$ cat config.mk
export PLATFORM = sky130hd
export DESIGN_NAME = lrsi_queue
export DESIGN_NICKNAME = d
export VERILOG_FILES = /design/src/assert_macros.svh /design/src/lrsi_pkg.sv /design/src/lrsi_queue.sv
export SDC_FILE = /design/constraint.sdc
export NUM_CORES = 1
export LEC_CHECK = 0
export BUFFER_PORTS_ARGS = -buffer_cell sky130_fd_sc_hd__buf_2
export CAP_MARGIN = 20
export CORE_AREA = 2 2 100 102
export DETAILED_ROUTE_END_ITERATION = 16
export DIE_AREA = 0 0 102 104
export SETUP_SLACK_MARGIN = 0.2
export SLEW_MARGIN = 20
export SYNTH_ARGS = -nofsm -noshare
export SYNTH_HDL_FRONTEND = slang
export SYNTH_SLANG_ARGS = --single-unit
export TNS_END_PERCENT = 50
$ cat constraint.sdc
create_clock -name clk -period 6.3 [get_ports clk]
set_input_delay 0.315 -clock clk [delete_from_list [all_inputs] [get_ports clk]]
set_output_delay 0.315 -clock clk [all_outputs]
set_load 0.01 [all_outputs]
$ cat src/assert_macros.svh
// Assertion macros shared by the RTL files that carry concurrent checks.
// Needs nothing else; each macro expands to one labelled concurrent assertion.
`ifndef ASSERT_MACROS_SVH
`define ASSERT_MACROS_SVH

// same-cycle implication
`define ASSERT_IMPLIES(lbl, clk_s, rst_s, ante, cons, msg) \
  lbl: assert property (@(posedge clk_s) disable iff (rst_s) (ante) |-> (cons)) \
    else $error(msg);

// next-cycle implication
`define ASSERT_NEXT(lbl, clk_s, rst_s, ante, cons, msg) \
  lbl: assert property (@(posedge clk_s) disable iff (rst_s) (ante) |=> (cons)) \
    else $error(msg);

`endif

$ cat src/lrsi_pkg.sv
// Shared constants and types of the Laguerre RSI filter.
// No dependencies; used by every module of the block.
`timescale 1ns / 1ps
package lrsi_pkg;
  localparam int PRICE_W     = 32;
  localparam int PRICE_FRAC  = 16;
  localparam int GAMMA_W     = 16;
  localparam int RSI_W       = 17;
  localparam int OUT_TDATA_W = 24;
  localparam int MUL_CHUNK   = 32;
  localparam int QUEUE_DEPTH = 2;
  localparam int NUM_STAGES  = 4;

  localparam logic [GAMMA_W-1:0] GAMMA_RESET = 16'h8000;
  localparam logic [RSI_W-1:0]   RSI_HALF    = 17'h08000;

  typedef struct packed {
    logic held;
    logic seeded;
  } lrsi_flags_t;
endpackage

$ cat src/lrsi_queue.sv
// Short queue between the input side and the filter engine.
// Depends on lrsi_pkg for its depth.
`timescale 1ns / 1ps
module lrsi_queue #(
  parameter int WIDTH = 49
) (
  input  logic             clk,
  input  logic             rst,
  input  logic             push,
  input  logic [WIDTH-1:0] push_data,
  output logic             full,
  input  logic             pop,
  output logic [WIDTH-1:0] pop_data,
  output logic             empty
);
  import lrsi_pkg::*;

  localparam int PTR_W = (QUEUE_DEPTH > 1) ? $clog2(QUEUE_DEPTH) : 1;
  localparam int CNT_W = $clog2(QUEUE_DEPTH + 1);

  logic [WIDTH-1:0] mem [QUEUE_DEPTH];
  logic [PTR_W-1:0] wr_ptr;
  logic [PTR_W-1:0] rd_ptr;
  logic [CNT_W-1:0] count;

  assign full     = (count == CNT_W'(QUEUE_DEPTH));
  assign empty    = (count == '0);
  assign pop_data = mem[rd_ptr];

  always_ff @(posedge clk) begin
    if (push) begin
      mem[wr_ptr] <= push_data;
    end
  end

  always_ff @(posedge clk) begin
    if (rst) begin
      wr_ptr <= '0;
      rd_ptr <= '0;
      count  <= '0;
    end else begin
      if (push) begin
        wr_ptr <= (wr_ptr == PTR_W'(QUEUE_DEPTH - 1)) ? '0 : wr_ptr + PTR_W'(1);
      end
      if (pop) begin
        rd_ptr <= (rd_ptr == PTR_W'(QUEUE_DEPTH - 1)) ? '0 : rd_ptr + PTR_W'(1);
      end
      if (push && !pop) begin
        count <= count + CNT_W'(1);
      end else if (pop && !push) begin
        count <= count - CNT_W'(1);
      end
    end
  end
endmodule

Yosys cells after proc, flatten, opt, wreduce, memory -nomap -nowiden
Memories as Yosys holds them, arrays and structs flattened. A register that Yosys moved wholly into a read port is not among the register bits.
Cells that the tools add are included.
- add/subtract/negate cells: 4
- multipliers: 0
- divide/modulo/power cells: 0
- magnitude comparators: 0
- equality and inequality tests: 1
- shift operators: 0
- multiplexer cells: 8
- bitwise logic cells: 0
- reduce and logical (&&, ||, !) cells: 6
- operators by type and width (kind ; count):
    $mux 1 ; 6
    $mux 2 ; 2
    $add 1x1->1 const B ; 2
    $add 2x1->2 const B ; 1
    $eq 2x2->1 const B ; 1
    $logic_and 1x1->1 ; 2
    $logic_not 1->1 ; 2
    $logic_not 2->1 ; 1
    $reduce_bool 2->1 ; 1
    $sub 2x1->2 const B ; 1
- flip-flop bits (word level): 4
- latch bits: 0
- RAM bits: 98
- ROM bits: 0
- word-level logic and storage cells: 23
- memories kept: 1
- memories (name ; words ; width ; read ports ; clocked after memory_dff ; write ports ; line ; text):
    mem ; 2 ; 49 ; 1 ; 1 ; 1 ; lrsi_queue.sv:21 ; logic [WIDTH-1:0] mem [QUEUE_DEPTH];

Depth between registers and ports, before layout
Gate-level depths: netlist (run 1).
- depth after elaboration: 4
- depth in mapped cells: 5

Worst setup path after synthesis (run 1)
No wires, ideal clock.
- path kind: register to register
- start: reg wr_ptr
- end: mem mem[0][0] (enable)
- setup time: 462 ps
- data arrival time: 2514 ps
- required time: 5838 ps
- path slack: 3324 ps
- stages on the path, launching flop included: 2
- buffers on the path: 0
- period minus slack after synthesis: 2976 ps
- cell sequence: dfxtp_1 > nor2b_1
- RTL lines (item ; line ; text):
    start, declared ; lrsi_queue.sv:22 ; logic [PTR_W-1:0] wr_ptr;
    start signal, assigned ; lrsi_queue.sv:43 ; wr_ptr <= (wr_ptr == PTR_W'(QUEUE_DEPTH - 1)) ? '0 : wr_ptr + PTR_W'(1);
    end, declared ; lrsi_queue.sv:21 ;
No word-level cell before the write port.

==> results.tsv, run 1 <==
metric	value	unit
die_x	102	µm
fp-row-count	36	
synthSimpleGateAreaFrac	1.24	%
finalHoldViolCount	0	
die_area	0.0106	mm²
antenna_found_initial	0	
diodes	0	
overflow	0	
drive_above_1_share	59.1	%
r2r-start	wr_ptr	
utilization	48.0	%
reg2regPathDepth	2	
end_kind	primary output	
synth_top_area_share	78.7	%
synth_area_leaders	edfxtp_1, mux2_2, dfxtp_1, buf_6, nor2_1	
synth_edf_count	98	
synth.avg_cell_area	21.5	µm²
syn_area	0.00374	mm²
drt_wl_total	6.29	mm
reg2reg_setup_slack	4630	ps
cts_resized	0	
synth_common_cells	edfxtp_1, mux2_2, dfxtp_1, nor2_1, buf_2	
clkTransAtPathRegs	90	ps
maxSlewHeadroom	53.5	%
max_cap_viol_count	0	
cp-start-kind	flip-flop	
slew_violations	0	
critical_path_buf_inv_count	2	
path_delay_family	buffers and inverters	
synth_xor_area_share	0.937	%
setup_tns	0	ps
worstReg2RegEnd	mem[1][44]	
place_congestion	0.656	
synth_cells	174	
dr.pass1.iters	4	
crit_type	reg2out	
numCtsBuffers	9	
final_cell_area	0.00458	mm²
leakage	0.00170	µW
worst_pin_slew	698	ps
synth_compound_area_share	0.268	%
cp_max_fo	32	
yosysWarnings	0	
cts_num_sinks	103	
crit_slowest_cell	dfxtp_2	
start_util	39.2	%
vias	1941	
area_delta_synth_final	22.5	%
yosysTopAreaCell	edfxtp_1	
min_period	2330	ps
num_io_pins	104	
grtUsageTotal	12.4	%
h-tree-depth	3	
arrival	2020	ps
cts_tree	done	
p_total	1320	µW
ir_drop	0.000115	V
multi_input_area	664	µm²
crit_cells	3	
grt_max_degree	50	
clock_path_buffers	2	
path_cells	buf_4 > mux2_2 > buf_2	
seq_area	0.00304	mm²
synthArstFlopShare	0	%
wl_per_cell	14.8	µm
place_area	0.00442	mm²
die_h	104	µm
p_per_area	288	mW/mm²
synth.most_common_cell	edfxtp_1	
hold_ws	147	ps
hold_end	mem[0][2]	
synthFlopType	edfxtp_1	
cts_setup_buffers	0	
hpwl	4.03	mm
drtIter0Drc	43	
hp-class	in2reg	
routed_via_density	4.58	
clk_latency	350	ps
status	complete, no violations	
critPathMaxStageDelay	610	ps
fmax	429	MHz
yosys_register_bits	103	
ys_types	16	
ys_seq_area_share	81.4	%
min_from	push_data[2]	
antenna_left	0	
post-route-period-util	37.0	%
drc	0	
nFillCells	880	
io_buffers	103	
postCtsHoldBufs	0	
synth.net_count	228	
grt_pass1_wl	9.78	mm
synth_top_family_by_area	multiplexers	
worstPathRequired	5980	ps
cts_root_buffer	clkbuf_8	
muxShareOfSynthArea	14.8	%
nets	340	
fin_skew	5.12	ps
hold_depth	1	
rsz0062_at_grt	false	
grt_pass1_vias	2031	
finalSetupViolCount	0	
core	0.00955	mm²
synth_adder_area_share	0.335	%
## cell type report
class | count | area share, %
sequential | 103 | 66.5
clock inverter | 6 | 0.792
timing repair buffer | 106 | 11.7
tap | 133 | 3.63
multi-input combinational | 65 | 14.5
inverter | 1 | 0.0819
clock buffer | 10 | 2.79
## per-layer routing
| metal | share of wire, % | up-vias | track usage (%) | wire, µm |
|---|---|---|---|---|
| met5 | 0 | - | 0 | 0 |
| met4 | 1.4 | 0 | 5.71 | 90 |
| met3 | 6.9 | 8 | 4.23 | 436 |
| met2 | 48 | 79 | 19.3 | 3000 |
| met1 | 44 | 956 | 15.5 | 2770 |
| li1 | - | 898 | - | - |
## power by group
group	internal [µW]	switching [µW]	leakage [µW]	total [µW]
sequential	797	14.5	0.000962	811
clock	142	207	0.0000778	349
combinational	77.3	82.5	0.000663	160
## metrics by stage
step,instances,setup slack [ps]
finish,424,3970
detailed placement,408,4300
global placement,408,4310
floorplan,174,3320
global route,424,3840
CTS,424,3910
## registers in the layout, summed over array words and instances (netlist names), named ones only
signal and flops:
rd_ptr 1, wr_ptr 1, count 2, mem 98
## placed cells by master, fill, tap and decap left out
cell	synthesis	routed
xnor2_1	2	2
buf_4	0	3
dfxtp_1	5	4
dfxtp_2	0	1
clkbuf_8	0	9
edfxtp_1	98	98
o21ai_0	1	1
nor2b_4	0	1
clkinv_2	0	1
inv_1	1	1
inv_6	0	1
a21oi_1	1	1
buf_2	3	103
clkbuf_1	0	1
and2b_2	1	1
xor2_1	2	2
or3_1	1	1
mux2_2	49	49
ha_1	1	1
nor2_1	5	5
clkinv_1	0	2
and2_2	0	1
clkinvlp_4	0	2
## worst reg2reg max path, stage by stage (launching register included)
cell and delay, ps:
dfxtp_1 410, and2_2 380, buf_4 490
## cells by family after synthesis
logic type,Yosys count
mux,49
fa+ha+maj,1
compound gates,2
flops,103
buf+inv,6
xor+xnor,4
simple gates,9
## worst max path at each step
| stage | from | endpoint | slack, ps |
|---|---|---|---|
| global placement | flip-flop | pop_data[5] | 4310 |
| detailed placement | flip-flop | pop_data[5] | 4300 |
| finish | flip-flop | pop_data[5] | 3970 |
| global route | flip-flop | pop_data[5] | 3840 |
| CTS | flip-flop | pop_data[5] | 3910 |
| floorplan | wr_ptr | mem[0][0] | 3320 |
(Power assumes the default switching activity.)
==> run 2: changes to the inputs <==
--- a/config.mk
+++ b/config.mk
@@ -5,11 +5,12 @@
 export SDC_FILE = /design/constraint.sdc
 export NUM_CORES = 1
 export LEC_CHECK = 0
+export ABC_AREA = 1
 export BUFFER_PORTS_ARGS = -buffer_cell sky130_fd_sc_hd__buf_2
 export CAP_MARGIN = 20
-export CORE_AREA = 2 2 100 102
+export CORE_AREA = 2 2 101 103
 export DETAILED_ROUTE_END_ITERATION = 16
-export DIE_AREA = 0 0 102 104
+export DIE_AREA = 0 0 103 105
 export SETUP_SLACK_MARGIN = 0.2
 export SLEW_MARGIN = 20
 export SYNTH_ARGS = -nofsm -noshare
==> constraint.sdc (replaced) <==
create_clock -name clk -period 2.3 [get_ports clk]
set_input_delay 0.115 -clock clk [delete_from_list [all_inputs] [get_ports clk]]
set_output_delay 0.115 -clock clk [all_outputs]
set_load 0.01 [all_outputs]
==> run 2 against run 1 <==
  * Sequential power increased to 2.7 times the previous value
  * Area after synthesis increased by 1.8%
  * Clock power increased to 2.9 times the previous value
  * Cell count increased by 15%
  * Non-clock buffer count increased by 51
  * Highest routed layer unchanged
  * Worst hold slack got worse by 110 ps
  * Combinational power increased to 3.2 times the previous value
  * Core utilization increased by 6.0 points
  * Wire length increased by 8.6%
==> results.tsv, run 2 <==
metric	value	unit	change
finalSetupViolCount	0		unchanged
synth_cells	185		was 174
clk_latency	360	ps	was 350 ps
cts_resized	0		unchanged
synth_edf_count	98		unchanged
p_total	3720	µW	was 1320 µW
ys_seq_area_share	79.9	%	was 81.4%
routed_via_density	4.46		was 4.58
worst_pin_slew	462	ps	was 698 ps
clkTransAtPathRegs	90	ps	about the same
yosysTopAreaCell	edfxtp_1		unchanged
post-route-period-util	81.5	%	
arrival	1760	ps	was 2020 ps
synth.avg_cell_area	20.6	µm²	was 21.5 µm²
grtUsageTotal	13.3	%	was 12.4%
cts_tree	done		unchanged
ir_drop	0.000297	V	was 0.000115 V
synthFlopType	edfxtp_1		unchanged
end_kind	primary output		unchanged
critical_path_buf_inv_count	2		unchanged
finalHoldViolCount	0		unchanged
p_per_area	717	mW/mm²	was 288 mW/mm²
path_cells	buf_4 > mux2_2 > buf_2		unchanged
core	0.00964	mm²	was 0.00955 mm²
cts_num_sinks	103		unchanged
place_congestion	0.678		was 0.656
vias	2168		was 1941
fp-row-count	36		unchanged
area_delta_synth_final	36.5	%	was 22.5%
grt_pass1_vias	2285		was 2031
reg.largest.list	mem (98), count (2)		unchanged
synth.net_count	239		was 228
path_delay_family	flip-flops		was buffers and inverters
antenna_found_initial	0		unchanged
drt_wl_total	6.84	mm	was 6.29 mm
critPathMaxStageDelay	590	ps	was 610 ps
grt_pass1_wl	10.8	mm	was 9.78 mm
ys_types	17		was 16
cp_max_fo	15		was 32
crit_type	reg2out		unchanged
synth.most_common_cell	edfxtp_1		unchanged
slew_violations	0		unchanged
antenna_left	0		unchanged
drc	0		unchanged
rsz0062_at_grt	false		unchanged
syn_area	0.00381	mm²	was 0.00374 mm²
maxSlewHeadroom	69.2	%	was 53.5%
num_io_pins	104		unchanged
diodes	0		unchanged
hpwl	4.22	mm	was 4.03 mm
max_cap_viol_count	0		unchanged
mostFrequentLayoutCells	buf_2, edfxtp_1, dlygate4sd3_1, mux2_2, mux2_4		was buf_2, edfxtp_1, mux2_2, clkbuf_8, nor2_1
die_h	105	µm	was 104 µm
final_common_cell	buf_2		unchanged
worstPathRequired	2180	ps	was 5980 ps
wl_per_cell	14.1	µm	was 14.8 µm
synth_top_area_share	77.3	%	was 78.7%
yosys_register_bits	103		unchanged
grt_max_degree	49		was 50
synth_area_leaders	edfxtp_1, mux2_2, mux2_4, dfxtp_1, inv_1		was edfxtp_1, mux2_2, dfxtp_1, buf_6, nor2_1
drtIter0Drc	39		was 43
crit_slowest_cell	dfxtp_2		unchanged
synthArstFlopShare	0	%	unchanged
io_buffers	103		unchanged
hp-class	in2reg		unchanged
clock_path_buffers	2		unchanged
synth_common_cells	edfxtp_1, mux2_2, mux2_4, inv_1, nor2_1		was edfxtp_1, mux2_2, dfxtp_1, nor2_1, buf_2
start_util	39.5	%	was 39.2%
die_x	103	µm	was 102 µm
h-tree-depth	3		unchanged
cts_root_buffer	clkbuf_8		unchanged
yosysWarnings	0		unchanged
die_area	0.0108	mm²	was 0.0106 mm²
cp-start-kind	flip-flop		unchanged
fin_skew	4.26	ps	was 5.12 ps
numCtsBuffers	9		unchanged
largest_register_ffs	98		unchanged
nets	402		was 340
fmax	533	MHz	
top_register	mem		unchanged
drive_above_1_share	49.6	%	was 59.1%
min_period	1880	ps	
overflow	0		unchanged
setup_tns	0	ps	unchanged
status	complete, no violations		unchanged
leakage	0.00200	µW	was 0.00170 µW
dr.pass1.iters	4		unchanged
[run 2: cell count changes in the layout (fill, tap and decap cells not counted), sizes merged, moves of 2 or more]
| cell | before | now |
|---|---|---|
| nor2 | 5 | 7 |
| xor2 | 2 | 0 |
| dlygate4sd3 | 0 | 50 |
| nand2 | 0 | 5 |
| inv | 2 | 11 |
[run 2: final timing paths]
check                 start            to  slack (ps)  cells past startpoint
setup / recovery  flip-flop  pop_data[33]         420                      3
hold reg to reg      rd_ptr        rd_ptr         530                      2
setup reg to reg     wr_ptr     mem[1][0]         860                      3
hold / removal          pop        rd_ptr          30                      3
[run 2: layer usage]
| metal | track usage (%) | part of all wire [%] | vias to the layer above |
|---|---|---|---|
| met2 | 22.3 | 50 | 71 |
| met5 | 0 | 0 | - |
| met3 | 3.34 | 5.5 | 12 |
| li1 | - | - | 1032 |
| met1 | 15.8 | 43 | 1053 |
| met4 | 5.92 | 2.0 | 0 |
[run 2: worst register-to-register path, stage by stage, from the launching register on]
cell	delay (ps)
dfxtp_1	410
nand2_1	90
inv_2	360
buf_12	270
[run 2: what timing repair did]
action                    4_1_cts  5_1_grt
hold endpoints to repair      101        0
setup buffers                   0        0
hold buffers                   50        0
[run 2: through the flow]
step / hold slack (ps) / cell area, µm² / cells / util (%) / setup WS, ps
6_report: 32.4 / 5200 / 486 / 53.9 / 425
5_1_grt: 44.3 / 5200 / 486 / 53.9 / 286
4_1_cts: 16.3 / 5200 / 486 / 53.9 / 356
3_5_place_dp: 306 / 4520 / 420 / 46.9 / 769
3_3_place_gp: 304 / 4520 / 420 / 46.9 / 800
2_1_floorplan: 187 / 3810 / 185 / - / 274
[run 2: final cells by class]
type / instances / area, µm²
timing repair buffer: 157 / 1080
clock inverter: 7 / 56.3
multi-input combinational: 68 / 689
inverter: 9 / 33.8
fill: 829 / 4440
sequential: 103 / 3040
tap: 133 / 166
clock buffer: 9 / 124
[run 2: kinds of logic after synthesis]
| kind of cell | count (synthesis) | share of synthesized area [%] |
|---|---|---|
| fa+ha+maj | 1 | 0.329 |
| compound gates | 2 | 0.263 |
| xor+xnor | 1 | 0.230 |
| buf+inv | 14 | 2.17 |
| mux | 49 | 15.5 |
| simple gates | 15 | 1.61 |
| flops | 103 | 79.9 |
[run 2: power breakdown]
part           internal (µW)  total, µW  switching [µW]
Sequential              2160       2200            36.5
Combinational            276        504             228
Clock                    404       1020             616
