==> config.mk <==
export PLATFORM = sky130hd
export DESIGN_NAME = lrsi_front
export DESIGN_NICKNAME = d
export VERILOG_FILES = /design/src/assert_macros.svh /design/src/lrsi_pkg.sv /design/src/lrsi_front.sv
export SDC_FILE = /design/constraint.sdc
export NUM_CORES = 1
export LEC_CHECK = 0
export ABC_AREA = 1
export BUFFER_PORTS_ARGS = -buffer_cell sky130_fd_sc_hd__buf_2
export CAP_MARGIN = 20
export CORE_MARGIN = 3
export CORE_UTILIZATION = 37
export CTS_CLUSTER_SIZE = 12
export DETAILED_ROUTE_END_ITERATION = 10
export GPL_TIMING_DRIVEN = 0
export HOLD_SLACK_MARGIN = 0.05
export PLACE_DENSITY = 0.82
export SLEW_MARGIN = 20
export SYNTH_ARGS = -nofsm -noshare
export SYNTH_HDL_FRONTEND = slang
export SYNTH_SLANG_ARGS = --single-unit
export TNS_END_PERCENT = 10
==> constraint.sdc <==
create_clock -name clk -period 2.3 [get_ports clk]
set_clock_uncertainty 0.2 [all_clocks]
set_input_delay 0.23 -clock clk [delete_from_list [all_inputs] [get_ports clk]]
set_output_delay 0.23 -clock clk [all_outputs]
set_load 0.02 [all_outputs]
==> src/assert_macros.svh <==
// Assertion macros shared by the RTL files that carry concurrent checks.
// Needs nothing else; each macro expands to one labelled concurrent assertion.
`ifndef ASSERT_MACROS_SVH
`define ASSERT_MACROS_SVH

// same-cycle implication
`define ASSERT_IMPLIES(lbl, clk_s, rst_s, ante, cons, msg) \
  lbl: assert property (@(posedge clk_s) disable iff (rst_s) (ante) |-> (cons)) \
    else $error(msg);

// next-cycle implication
`define ASSERT_NEXT(lbl, clk_s, rst_s, ante, cons, msg) \
  lbl: assert property (@(posedge clk_s) disable iff (rst_s) (ante) |=> (cons)) \
    else $error(msg);

`endif

==> src/lrsi_pkg.sv <==
// Shared constants and types of the Laguerre RSI filter.
// No dependencies; used by every module of the block.
`timescale 1ns / 1ps
package lrsi_pkg;
  localparam int PRICE_W     = 32;
  localparam int PRICE_FRAC  = 16;
  localparam int GAMMA_W     = 16;
  localparam int RSI_W       = 17;
  localparam int OUT_TDATA_W = 24;
  localparam int MUL_CHUNK   = 32;
  localparam int QUEUE_DEPTH = 2;
  localparam int NUM_STAGES  = 4;

  localparam logic [GAMMA_W-1:0] GAMMA_RESET = 16'h8000;
  localparam logic [RSI_W-1:0]   RSI_HALF    = 17'h08000;

  typedef struct packed {
    logic held;
    logic seeded;
  } lrsi_flags_t;
endpackage

==> src/lrsi_front.sv <==
// Input side: takes price words, converts to stage format, flags the seeding word.
// Depends on lrsi_pkg; feeds lrsi_queue.
`timescale 1ns / 1ps
module lrsi_front #(
  parameter int STAGE_WIDTH = 48,
  parameter int FRAC_BITS   = 16
) (
  input  logic                          clk,
  input  logic                          rst,
  input  logic                          in_valid,
  output logic                          in_ready,
  input  logic [lrsi_pkg::PRICE_W-1:0]  in_price,
  input  logic                          q_full,
  output logic                          q_push,
  output logic [STAGE_WIDTH-1:0]        item_x,
  output logic                          item_seed
);
  import lrsi_pkg::*;

  localparam int SHL   = (FRAC_BITS >= PRICE_FRAC) ? FRAC_BITS - PRICE_FRAC : 0;
  localparam int SHR   = (FRAC_BITS <  PRICE_FRAC) ? PRICE_FRAC - FRAC_BITS : 0;
  localparam int EXT_W = PRICE_W + SHL;
  localparam int CMP_W = (EXT_W > STAGE_WIDTH) ? EXT_W : STAGE_WIDTH;
  localparam logic [CMP_W-1:0] MAX_C = CMP_W'({1'b0, {(STAGE_WIDTH-1){1'b1}}});

  logic                   valid;
  logic                   started;
  logic [STAGE_WIDTH-1:0] x;
  logic                   seed;
  logic [EXT_W-1:0]       ext;
  logic [CMP_W-1:0]       ext_c;
  logic [STAGE_WIDTH-1:0] x_next;
  logic                   accept;

  always_comb begin
    ext    = (EXT_W'(in_price) << SHL) >> SHR;
    ext_c  = CMP_W'(ext);
    x_next = (ext_c > MAX_C) ? STAGE_WIDTH'(MAX_C) : STAGE_WIDTH'(ext_c);
  end

  assign in_ready  = !valid || !q_full;
  assign accept    = in_valid && in_ready;
  assign q_push    = valid && !q_full;
  assign item_x    = x;
  assign item_seed = seed;

  always_ff @(posedge clk) begin
    if (rst) begin
      valid   <= 1'b0;
      started <= 1'b0;
    end else if (accept) begin
      valid   <= 1'b1;
      x       <= x_next;
      seed    <= !started && (in_price != '0);
      started <= started || (in_price != '0);
    end else if (q_push) begin
      valid <= 1'b0;
    end
  end
endmodule

======== After elaboration in Yosys (flattened, before gate mapping) ========
Index checks and enable logic that the tools add are counted.
W data, S select, Z words.
storage, ports and cells
  register bits ........................... 35
  input bits .............................. 36
  word-level logic and storage cells ...... 18
operators by class
  reduce and logical (&&, ||, !) cells .... 11
  muxes and demuxes ....................... 2
  bitwise operators ....................... 1
operator list
  operator             number
  $reduce_bool A32 Y1  1
  $logic_and A1 B1 Y1  3
  $logic_not A1 Y1     3
  $logic_or A1 B1 Y1   2
  $mux W1              2
  $reduce_and A2 Y1    1
  $reduce_bool A2 Y1   1
  $not A1 Y1           1

======== Depth between registers and ports, before layout ========
Gate-level depths: netlist of run 1.
  depth after elaboration ................. 4
  depth in mapped cells ................... 6
  mapped depth without buffers ............ 6

======== Worst setup path before layout of run 1 ========
No wires, ideal clock.
  path type ............................... reg-to-reg
  start ................................... reg valid
  end ..................................... reg seed, in the netlist item_seed (enable)
  cell stages (with the launch flop) ...... 4
  data required time ...................... 1676 ps
  period minus slack after synthesis ...... 2638 ps
  arrival time ............................ 2014 ps
  slack ................................... -338 ps
  cells stage by stage .................... dfxtp_1 -> nand2_1 -> nand2_1 -> nor2_1
between the ends
  longest elaborated chain between the ends .. 4
ends and longest elaborated chain
  element                             RTL line          RTL
  start: declaration                  lrsi_front.sv:26  logic valid;
  start signal: assignment            lrsi_front.sv:49  valid <= 1'b0;
  start signal: assignment            lrsi_front.sv:52  valid <= 1'b1;
  start signal: assignment            lrsi_front.sv:57  valid <= 1'b0;
  $logic_not A1 Y1                    lrsi_front.sv:41  assign in_ready = !valid || !q_full;
  $logic_or A1 B1 Y1                  lrsi_front.sv:41
  named net in_ready                  lrsi_front.sv:11  output logic in_ready,
  $logic_and A1 B1 Y1                 lrsi_front.sv:42  assign accept = in_valid && in_ready;
  $reduce_and A2 Y1 (no source line)  n/a
  end signal: assignment              lrsi_front.sv:54  seed <= !started && (in_price != '0);
  end: declaration                    lrsi_front.sv:29  logic seed;
The timed path passes the listed nets, and every way through them passes these cells.
A chain may end at the register's enable or synchronous reset.

======== Final worst setup path of run 1 ========
  start ................................... in rst
  end ..................................... reg x[30], in the netlist item_x[30] (enable)
between the ends
  longest elaborated chain between the ends .. 2
ends and longest elaborated chain
  element                             RTL line          RTL
  start: declaration                  lrsi_front.sv:9   input logic rst,
  $not A1 Y1 (no source line)         n/a
  $reduce_and A2 Y1 (no source line)  n/a
  end signal: assignment              lrsi_front.sv:53  x <= x_next;
  end: declaration                    lrsi_front.sv:28  logic [STAGE_WIDTH-1:0] x;
Every way passes these cells.

==> results of run 1 <==
==> power groups by stage <==
stage | Sequential (mW) | Combinational, mW | Clock [mW]
after global placement | 0.751 | 0.163 | 0
after detailed placement | 0.751 | 0.172 | 0
after CTS | 0.736 | 0.217 | 0.309
after floorplan | 0.785 | 0.0683 | 0
after global routing | 0.739 | 0.239 | 0.349
final | 0.737 | 0.221 | 0.305
==> how the worst min path moves through the flow <==
stage | to | slack (ns) | start
global route | item_x[15]$_DFFE_PP_ | 0.17 | in_valid
detailed placement | item_x[19]$_DFFE_PP_ | 0.22 | in_price[19]
finish | item_x[15]$_DFFE_PP_ | 0.17 | in_valid
floorplan | valid$_SDFFE_PP0P_ | 0.1 | rst
global placement | item_x[6]$_DFFE_PP_ | 0.22 | in_price[6]
CTS | item_x[15]$_DFFE_PP_ | 0.17 | in_valid
==> cell type report <==
cell class / count / area (sq um)
fillers: 231 / 1180
flip-flops and latches: 35 / 1030
repair buffers: 105 / 718
multi-input cells: 56 / 220
plain buffers: 16 / 120
well taps: 46 / 57.6
clock buffers: 7 / 45.0
inverters: 2 / 7.51
clock inverters: 1 / 5.00
==> repair_timing <==
item,CTS,global route
endpoints found under the hold margin,34,0
resized for setup,0,0
hold buffers,34,0
==> placed cells by master, fill, tap and decap left out, drive strengths merged <==
master / count
a21oi: 1
buf: 87
clkbuf: 7
clkinv: 1
conb: 16
dfxtp: 2
dlygate4sd3: 34
edfxtp: 33
inv: 2
nand2: 14
nor2: 24
o21ai: 1
==> flip-flops by register name (all words and copies together), names as in the netlist <==
name / flops
item_seed: 1
valid: 1
started: 1
item_x: 32
==> layer usage <==
metal / track usage / routed length [um]
met5: 0 / 0
met4: 0.0699 / 59
met2: 0.268 / 1530
met1: 0.142 / 1160
met3: 0.0547 / 341
==> kinds of logic (layout without fill, tap and decap cells) <==
family,count (synthesis),after routing,share of synthesized area
other cells,1,16,0.00285
compound gates,2,2,0.00760
simple gates,38,38,0.108
buf+inv,18,131,0.0971
flops,35,35,0.784
==> Yosys cell counts, drive strengths merged <==
cell and instances:
edfxtp 33, nor2 24, buf 16, nand2 14, dfxtp 2, inv 2, a21oi 1, conb 1
o21ai 1
==> tightest hold or removal path, cell delays in order <==
cell,delay (ns)
buf_2,0.09
nand2_1,0.11
nor2_4,0.09
==> stage by stage <==
step / util / hold WS [ns] / setup WS, ns / total power, mW
detailed placement: 0.535 / 0.223 / 0.752 / 0.923
CTS: 0.650 / 0.166 / 0.716 / 1.26
global placement: 0.526 / 0.221 / 0.0335 / 0.914
global route: 0.650 / 0.166 / 0.689 / 1.33
floorplan: - / 0.0991 / 0.209 / 0.853
finish: 0.650 / 0.174 / 0.712 / 1.26
==> out/results.txt, run 1 <==
The number of max-cap violations was 0; the number of different library cells in the post-synthesis netlist was 9. The path type of the worst min-delay path was input port to register. Summed over all nets, the switching power comes to 308 uW.

The number of buffer and inverter stages on the critical path works out to 3. The logs give 0.00132 sq mm for the post-synthesis cell area and 27 for the largest net degree at the start of global routing. Compared with the post-synthesis result, the final layout area differs by 67.6%.

Worst-skew pair later-pin latency: 0.33 ns. Clock share of power: 0.242. The run gives 0 as the count of nets left with antenna violations after detail routing. The number of hold violations in the final report is 0, and the clock-pin slew on the worst setup and hold paths is 0.10 ns.

The count of warnings emitted by yosys is 0. STA classifies the critical path endpoint as a register. For this design the top-level I/O count stands at 87. For the remaining global-route overflow, the log shows 0. After detailed placement, the design holds a cell count of 226. The placer's final routability congestion estimate was 0.605; the area of all placed cells without fillers was 0.00220 sq mm.

The most critical setup path has its endpoint at item_x[30]$_DFFE_PP_. The initial antenna violation count is 0, and the DRC violation count after routing is 0. The clock buffer count from CTS is 5.

The run gives 0 as the number of buffers added for setup after CTS. Walking the worst path, the cells encountered are dlygate4sd3_1 > buf_2 > nor2_4 > buf_16. Detailed routing inserted a total of 1,077 vias.

The floorplan step set the die width to 65.6 um. STA classifies the critical path startpoint as an input port. The average cell area after synthesis was 14.0 sq um. The tools report the worst reg2reg path endpoint as item_x[30]$_DFFE_PP_. The final number of setup-violating endpoints is 0, and the setup slack of the worst register-to-register path is 0.78 ns. The area share of the leading cell type in the synthesized netlist works out to 0.754. The tools report the number of global-route vias before repair as 1,044.

Setup repair after global routing left no endpoint under its margin. For this run, the detailed router's first-pass iteration total came to 4. For this run, the number of standard cells in the final layout without fillers is 268. The tools report the global-route wire length before repair as 4.50 mm. The critical register-to-register path startpoint was valid$_SDFFE_PP0P_.

The cell area after placement was 0.00181 sq mm; the delay of the slowest cell on the worst path was 0.53 ns. The ratio of cells with drive above 1 in the final layout works out to 0.423. The run gives 0.146 as the total global-route track usage. The clock tree synthesis step divided the H-tree into 2 levels.

The die covers 0.00431 sq mm. Cell internal power was estimated by the tool at 955 uW. The cell depth of the worst flop-to-flop path is 4, and the period utilization is 0.690. The run gives 2 as the number of buffers on the longest clock path. The standard cell with the maximum stage delay on the critical path was dlygate4sd3_1. The net switching fraction of the power was 0.244; the vertical die dimension was 65.6 um.

Dividing the detail-routed wire length by the instance count gives 11.5 um. The final layout contains 257 nets. Sequential group share of total power: 0.583. The top achievable clock speed is 630 MHz, and the maximum ir drop on the vdd rail is 0.198 mV. Port buffering added 70 buffers.

Logic depth of the worst setup path including buffers: 4. The average vias per placed instance was 4.02. The kind of critical path is input port to register. Summed over all layers, the routed wires come to 3.09 mm. The combinational cell fraction of total power came out at 0.175. Data on the critical path is required at its endpoint by 2.14 ns. Adding up every negative setup slack in the final design gives 0 ns. The tools report the root cell of the clock tree as clkbuf_4.

The count of clock tree sinks was 35. 0 antenna diodes ended up in the layout. The detailed router finished its first iteration with 98 violations.

The maximum fanout count along the critical path works out to 26. The run finished with clean final reports. The worst path in the final design needs a cycle of 1.59 ns, including I/O delays and setup. The tools report the max-slew violation count as 0.

The starting density of the core came out at 0.388. The worst hold path passes through 3 cells. In this run the power density over the cells is 573 mW/mm^2.

The biggest area contributor in the post-synthesis netlist is edfxtp_1. The fraction of the yosys area taken by sequential cells was 0.784; the flip-flop and latch count after synthesis was 35. The cell family contributing the most delay on the critical path was buffers and inverters.

The critical path starts at rst. Summed over all nets, the half-perimeter wirelength after detailed placement is 1.88 mm. For the worst path arrival time, the log shows 1.43 ns. TritonCTS built the clock tree. After floorplanning, the core was sized to cover 0.00339 sq mm. By area the synthesized netlist is led by edfxtp_1 75%, buf_4 9.1%, nor2_1 6.9%, nand2_1 4.0%, dfxtp_1 3.0%. In the synthesized netlist, the number of instances is 94. In this run the core area contains 21 standard-cell rows.

Leakage component of the power: 0.991 nW.
(Power assumes the default switching activity.)
==> run 2, diff against run 1 <==
--- a/config.mk
+++ b/config.mk
@@ -5,16 +5,16 @@
 export SDC_FILE = /design/constraint.sdc
 export NUM_CORES = 1
 export LEC_CHECK = 0
-export ABC_AREA = 1
+export ABC_AREA = 0
 export BUFFER_PORTS_ARGS = -buffer_cell sky130_fd_sc_hd__buf_2
 export CAP_MARGIN = 20
 export CORE_MARGIN = 3
-export CORE_UTILIZATION = 37
+export CORE_UTILIZATION = 36
 export CTS_CLUSTER_SIZE = 12
 export DETAILED_ROUTE_END_ITERATION = 10
 export GPL_TIMING_DRIVEN = 0
 export HOLD_SLACK_MARGIN = 0.05
-export PLACE_DENSITY = 0.82
+export PLACE_DENSITY = 0.81
 export SLEW_MARGIN = 20
 export SYNTH_ARGS = -nofsm -noshare
 export SYNTH_HDL_FRONTEND = slang
==> constraint.sdc (replaced) <==
create_clock -name clk -period 1.3 [get_ports clk]
set_clock_uncertainty 0.2 [all_clocks]
set_input_delay 0.13 -clock clk [delete_from_list [all_inputs] [get_ports clk]]
set_output_delay 0.13 -clock clk [all_outputs]
set_load 0.02 [all_outputs]
==> out/results.txt, run 2 <==
The run finished, with violations left. The checks that failed: hold timing, setup timing. Among all stages on the critical path, the largest delay is contributed by dfxtp_4. Leaving out fill and tap cells, the most frequent cells in the layout are 69 x buf_2, 33 x edfxtp_1, 28 x dlygate4sd3_1, 16 x buf_4, 16 x conb_1. Across all register-to-register paths, the minimum setup slack is -0.01 ns. The fraction of the yosys area taken by sequential cells is 0.798. The area growth from synthesis to layout is 69.0%. Ranked by instance count, the synthesized netlist is headed by 33 x edfxtp_1, 16 x buf_4, 4 x nor4_1, 4 x nor4_2, 3 x nor2_1. The number of hold violations in the final report came out at 8.

The number of global-route vias before repair was 878; the area of the die was 0.00434 sq mm. The register with the most flip-flops in the layout has 32 of them. The run gives 0 as the count of warnings emitted by yosys. The worst hold margin is -0.219 ns, and the sequential group share of total power is 0.495. Once detail routing completed, the nets flagged for antenna violations numbered 0.

The tools report the launch instance of the worst min-delay path as in_price[11]. In this run the cell area measured after placement is 0.00177 sq mm. The routed layout has 1,022 vias.

Clock tree synthesis inserted a total of 5 buffers. The max-slew violation count came out at 0. Leaving out fill and tap cells, the most frequent cell in the layout is buf_2. The die is 65.9 um wide. Among all cell types in the netlist, the one instantiated most often is edfxtp_1. The maximum fanout count along the critical path is 17, and the final routed wire length divided by cell count is 13.7 um.

The clock period minus final worst setup slack is 1.31 ns, and the area share of the leading cell type in the synthesized netlist is 0.767. The placed cell count is 203, and the instance count along the most critical hold path is 1. The ratio of cells with drive above 1 in the final layout was 0.531; the leakage component of the power was 0.947 nW.

Timing would allow up to 763 MHz. The worst setup path is captured at a register. From bottom edge to top edge, the die measures 65.9 um. The worst register-to-register path ends at item_x[19]$_DFFE_PP_. The run gives 0.381 as the starting density of the core.

After synthesis, the cell types taking the most area are edfxtp_1 77%, buf_4 9.3%, nor4_2 3.9%, dfxtp_1 3.1%, nor4_1 1.9%. The initialized floorplan defines 21 standard-cell rows. For the number of standard cells after synthesis, the log shows 72.

Setup repair after global routing could not meet its margin everywhere. The cell internal power dissipation came out at 2.06 mW. For the total global-route track usage, the log shows 0.128. Dividing total power by cell area gives a power density of 1210 mW/mm^2. The run gives 0.143 as the combinational cell fraction of total power. The number of DRC violations after detailed-routing iteration 0 came out at 87. The logs give 4.00 mm for the global-route wire length before repair and 0 for the DRC violation count after routing. Flip-flop and latch count after synthesis: 35. The worst setup path is launched from a register. After floorplanning, the core was sized to cover 0.00339 sq mm.

The logs give 1.12 ns for the required time of the critical path and 0 for the remaining global-route overflow. Buffers placed on the I/O ports in this run total 70. The overall power of the completed layout is 2.63 mW, and the average vias per placed instance is 4.26. The tools report the root cell of the clock tree as clkbuf_4. On the worst path, the slowest cell contributes a delay of 0.37 ns. The cell depth of the worst flop-to-flop path was 2; the I/O pin count was 87. Once layout is complete, the cells apart from fillers number 240.

The number of iterations in the first detailed-routing pass was 4; the area of all placed cells without fillers was 0.00218 sq mm. The post-detailed-routing wire length is 3.29 mm, and the placer's final routability congestion estimate is 0.669. The worst setup path is of the register to register kind.

The average cell area after synthesis came out at 17.9 sq um. In this run the power spent charging and discharging nets is 574 uW. Walking the worst path, the cells encountered are nand2_4 > and3b_4.

The period utilization works out to 1.01. In this run, distinct cell masters in the synthesized netlist total 14. Count of clock tree sinks: 35.

In the synthesized netlist the dominant register cell turns out to be edfxtp_1. The run gives 0.32 ns as the worst-skew pair later-pin latency. Across the VDD grid, the largest voltage drop is 0.403 mV. TritonCTS built the clock tree. Worst hold path endpoint: item_x[11]$_DFFE_PP_.

The net switching fraction of the power was 0.218; the number of antenna repair diodes was 0. At the end of the flow, the number of nets in the layout was 229. In this run, synthesis inferred 33 flip-flops with an integrated enable. The share of synthesized flip-flops with an asynchronous set or reset came out at 0.

The startpoint identified for the worst register-to-register timing path is valid$_SDFFE_PP0P_. The H-tree was split into 2 levels. The post-synthesis cell area came out at 0.00129 sq mm. Setup violations remaining at the end of the flow were counted as 21.

The launch point of the critical path is valid$_SDFFE_PP0P_. After filler insertion, the fill cell instance count of the layout stands at 226. Counting along the longest clock path gives a buffer depth of 2. The tool flagged a number of max-cap violations equal to 0. The clock-pin slew on the worst setup and hold paths came out at 0.11 ns. Entering global routing, the biggest net connects 18 pins. The worst path arrival time is 1.13 ns.

For the final worst slack, the log shows -0.0101 ns. Clock share of power: 0.362. Path type of the worst min-delay path: input port to register. The run gives -0.168 ns as the pre-CTS setup slack.

The largest total area in the synthesized netlist belongs to edfxtp_1. The run gives 0 as the initial antenna violation count.
==> run 2: area by class of cell <==
type	count	area, sq um	area share
clock inverters	3	67.6	0.0310
inverters	1	3.75	0.00172
plain buffers	16	120	0.0550
multi-input cells	36	224	0.103
repair buffers	98	637	0.292
clock buffers	5	37.5	0.0172
flip-flops and latches	35	1030	0.474
well taps	46	57.6	0.0264
==> run 2: per-stage QoR <==
stage	util	setup TNS, ns	hold WS [ns]
2_1_floorplan	-	-3.77	-0.00503
3_3_place_gp	0.522	-5.89	0.124
3_5_place_dp	0.522	-5.67	0.124
4_1_cts	0.575	-0.0592	-0.220
5_1_grt	0.644	-1.65	-0.238
6_report	0.644	-0.158	-0.219
==> run 2: worst max path at each step <==
stage | end | cells after the start
after floorplan | item_seed$_DFFE_PP_ | 2
after global placement | item_x[16]$_DFFE_PP_ | 2
after detailed placement | item_x[7]$_DFFE_PP_ | 2
after CTS | q_push | 2
after global routing | item_x[22]$_DFFE_PP_ | 2
final | item_x[19]$_DFFE_PP_ | 2
==> run 2: cell families (layout without fill, tap and decap cells) <==
group / count (synthesis) / count (layout) / synth area share
compound gates: 3 / 3 / 0.0116
buf+inv: 17 / 123 / 0.0959
flops: 35 / 35 / 0.798
other cells: 1 / 16 / 0.00290
simple gates: 16 / 17 / 0.0911
==> run 2: power by group through the flow <==
stage	clock [mW]	sequential, mW	combinational [mW]
3_3_place_gp	0	1.33	0.287
2_1_floorplan	0	1.39	0.114
5_1_grt	1.03	1.31	0.403
6_report	0.953	1.30	0.376
3_5_place_dp	0	1.33	0.291
4_1_cts	0.951	1.30	0.315
==> run 2: layer usage <==
layer | GRT usage | vias to the layer above | part of all wire
met1 | 0.137 | 449 | 0.38
met5 | 0 | - | 0
met2 | 0.227 | 76 | 0.48
li1 | - | 488 | -
met4 | 0.0622 | 0 | 0.024
met3 | 0.0374 | 9 | 0.12
==> run 2: repair_timing <==
item / 4_1_cts / 5_1_grt
gates cloned: 1 / 0
buffers inserted: 0 / 0
gates resized for setup: 3 / 4
endpoints found under the hold margin: 34 / 30
pin swaps: 2 / 0
hold buffers: 6 / 22
setup endpoints to repair: 35 / 35
==> run 2: worst max-delay path, delay by kind of cell, from the launching register on <==
kind          cells  cell delay, ns
simple gates      2            0.42
flops             1            0.37
==> run 3, diff against run 2 <==
--- a/config.mk
+++ b/config.mk
@@ -15,7 +15,7 @@
 export GPL_TIMING_DRIVEN = 0
 export HOLD_SLACK_MARGIN = 0.05
 export PLACE_DENSITY = 0.81
-export SLEW_MARGIN = 20
+export RECOVER_POWER = 50
 export SYNTH_ARGS = -nofsm -noshare
 export SYNTH_HDL_FRONTEND = slang
 export SYNTH_SLANG_ARGS = --single-unit
==> out/results.txt, run 3 (synthesis results as in run 2) <==
The flow ran to the end, but the final reports show violations. The checks that failed: hold timing, setup timing. For the number of iterations in the first detailed-routing pass, the log shows 4.

The critical path runs through a total of 2 cells. For the worst flop-to-flop path, the logic depth is 2. Based on the critical path, the design can be clocked at up to 765 MHz.

The maximum fanout count along the critical path came out at 17. The delay of the slowest cell on the worst path is 0.37 ns. Setup violations remaining at the end of the flow were counted as 21.

The max-slew violation count is 0, and the instance count along the most critical hold path is 1. The final routed wire length divided by cell count came out at 13.6 um. Endpoint kind of the worst setup timing path: a register. CTS saw 35 sinks. The startpoint identified for the worst hold timing path is in_price[11]. Fill cells in the final layout number 243. The net count of the finished layout is 229. Total global-route track usage: 0.128. The power density of the placed cells was 1220 mW/mm^2; the placer's final routability congestion estimate was 0.669. The root cell of the clock tree is clkbuf_4. The remaining global-route overflow was 0. The global-route wire length before repair is 4.00 mm. The average vias per placed instance is 4.31, and the leakage component of the power is 0.881 nW. Entering global routing, the biggest net connects 18 pins. TritonCTS built the clock tree.

The run gives 0 as the number of max-cap violations. The run gives -0.168 ns as the pre-CTS setup slack. Clock-pin slew was measured on the worst setup and hold paths at 0.11 ns. The H-tree was split into 2 levels.

The cell family contributing the most delay on the critical path is simple AND/OR/NAND/NOR gates. Traced cell by cell, the critical path runs through nand2_4 > and3b_4. The worst register-to-register path has a setup slack of -0.008 ns. The die covers 0.00434 sq mm.

The core area came out at 0.00339 sq mm. The run gives 0.32 ns as the worst-skew pair later-pin latency. The initial antenna violation count came out at 0.

The worst hold margin was -0.217 ns; the number of flip-flops in the largest register was 32. At the worst endpoint, the required time is 1.11 ns. Path type of the worst min-delay path: input port to register. The DRC violation count after routing is 0, and the number of buffers on the longest clock path is 2. Relative to the synthesized area, the layout overhead comes to 66.7%. Setup repair after global routing could not meet its margin everywhere.

In the layout the commonest cells are 45 x buf_2, 33 x edfxtp_1, 28 x dlygate4sd3_1, 24 x clkbuf_1. Kind of critical path: register to register. In this run the critical register-to-register path is launched from valid$_SDFFE_PP0P_. The period utilization is 1.01, and the count of input and output buffers is 70.

The slowest stage of the critical path belongs to the cell dfxtp_4. The critical path contains buffers and inverters numbering 0 combined. The floorplan has 21 rows. For the area occupied by multi-input gates, the log shows 224 sq um.

Counting the buffers created by CTS gives 5. The routed design has 3.27 mm of wire. The clock period minus final worst setup slack is 1.31 ns. In this run, the number of DRC markers left after iteration 0 of detailed routing was 98. The vertical die dimension was 65.9 um; the chip width was 65.9 um.

Critical path launch point type: a register. The tools report the vias after detailed routing as 1,035. The maximum ir drop on the vdd rail was 0.403 mV. Leaving out fill and tap cells, the most frequent cell in the layout is buf_2.

The tools report the overall power of the completed layout as 2.62 mW. The ratio of cells with drive above 1 in the final layout works out to 0.407. 0 antenna diodes ended up in the layout. The register cell area after layout is 0.00103 sq mm.

Launch point of the critical path: valid$_SDFFE_PP0P_. The tools report the I/O pin count as 87. The final worst slack was -0.00770 ns.

At the worst endpoint, the arrival time is 1.12 ns. The number of global-route vias before repair was 878; the number of hold violations in the final report was 8. The starting density of the core was 0.381. For the count of nets left with antenna violations after detail routing, the log shows 0.
-- run 3: final timing paths --
path	end
min	item_x[11]$_DFFE_PP_
min reg2reg	started$_SDFFE_PP0P_
max	item_x[19]$_DFFE_PP_
max reg2reg	item_x[19]$_DFFE_PP_
-- run 3: stage by stage --
step | utilization | std cells | cell area (sq um) | TNS [ns]
final | 0.635 | 240 | 2150 | -0.132
after global routing | 0.635 | 240 | 2150 | -1.65
after CTS | 0.575 | 218 | 1950 | -0.0592
after detailed placement | 0.522 | 203 | 1770 | -5.67
after global placement | 0.522 | 203 | 1770 | -5.89
after floorplan | - | 87 | 1360 | -3.77
-- run 3: area by class of cell --
cell class                      instances  area share
Timing Repair Buffer                   98       0.282
Sequential cell                        35       0.481
Clock buffer                            5      0.0174
Clock inverter                          3      0.0314
Buffer                                 16      0.0558
Tap cell                               46      0.0267
Multi-Input combinational cell         36       0.104
Inverter                                1     0.00174
-- run 3: where the power goes --
part	internal [mW]	total (mW)	switching, mW
Combinational	0.162	0.365	0.203
Clock	0.598	0.952	0.354
Sequential	1.29	1.31	0.0152
-- run 3: per-layer routing --
metal,global-route usage,vias to the layer above,part of all wire,wire length [um]
li1,-,488,-,-
met1,0.137,451,0.37,1220
met2,0.227,88,0.49,1600
met3,0.0374,8,0.12,397
met4,0.0622,0,0.017,54
met5,0,-,0,0
-- run 3: what timing repair did --
action	in CTS	in global routing
hold buffers	6	22
setup buffers	0	0
pin swaps	2	0
gates cloned	1	0
endpoints found under the setup margin	35	35
endpoints found under the hold margin	34	30
resized for setup	3	4
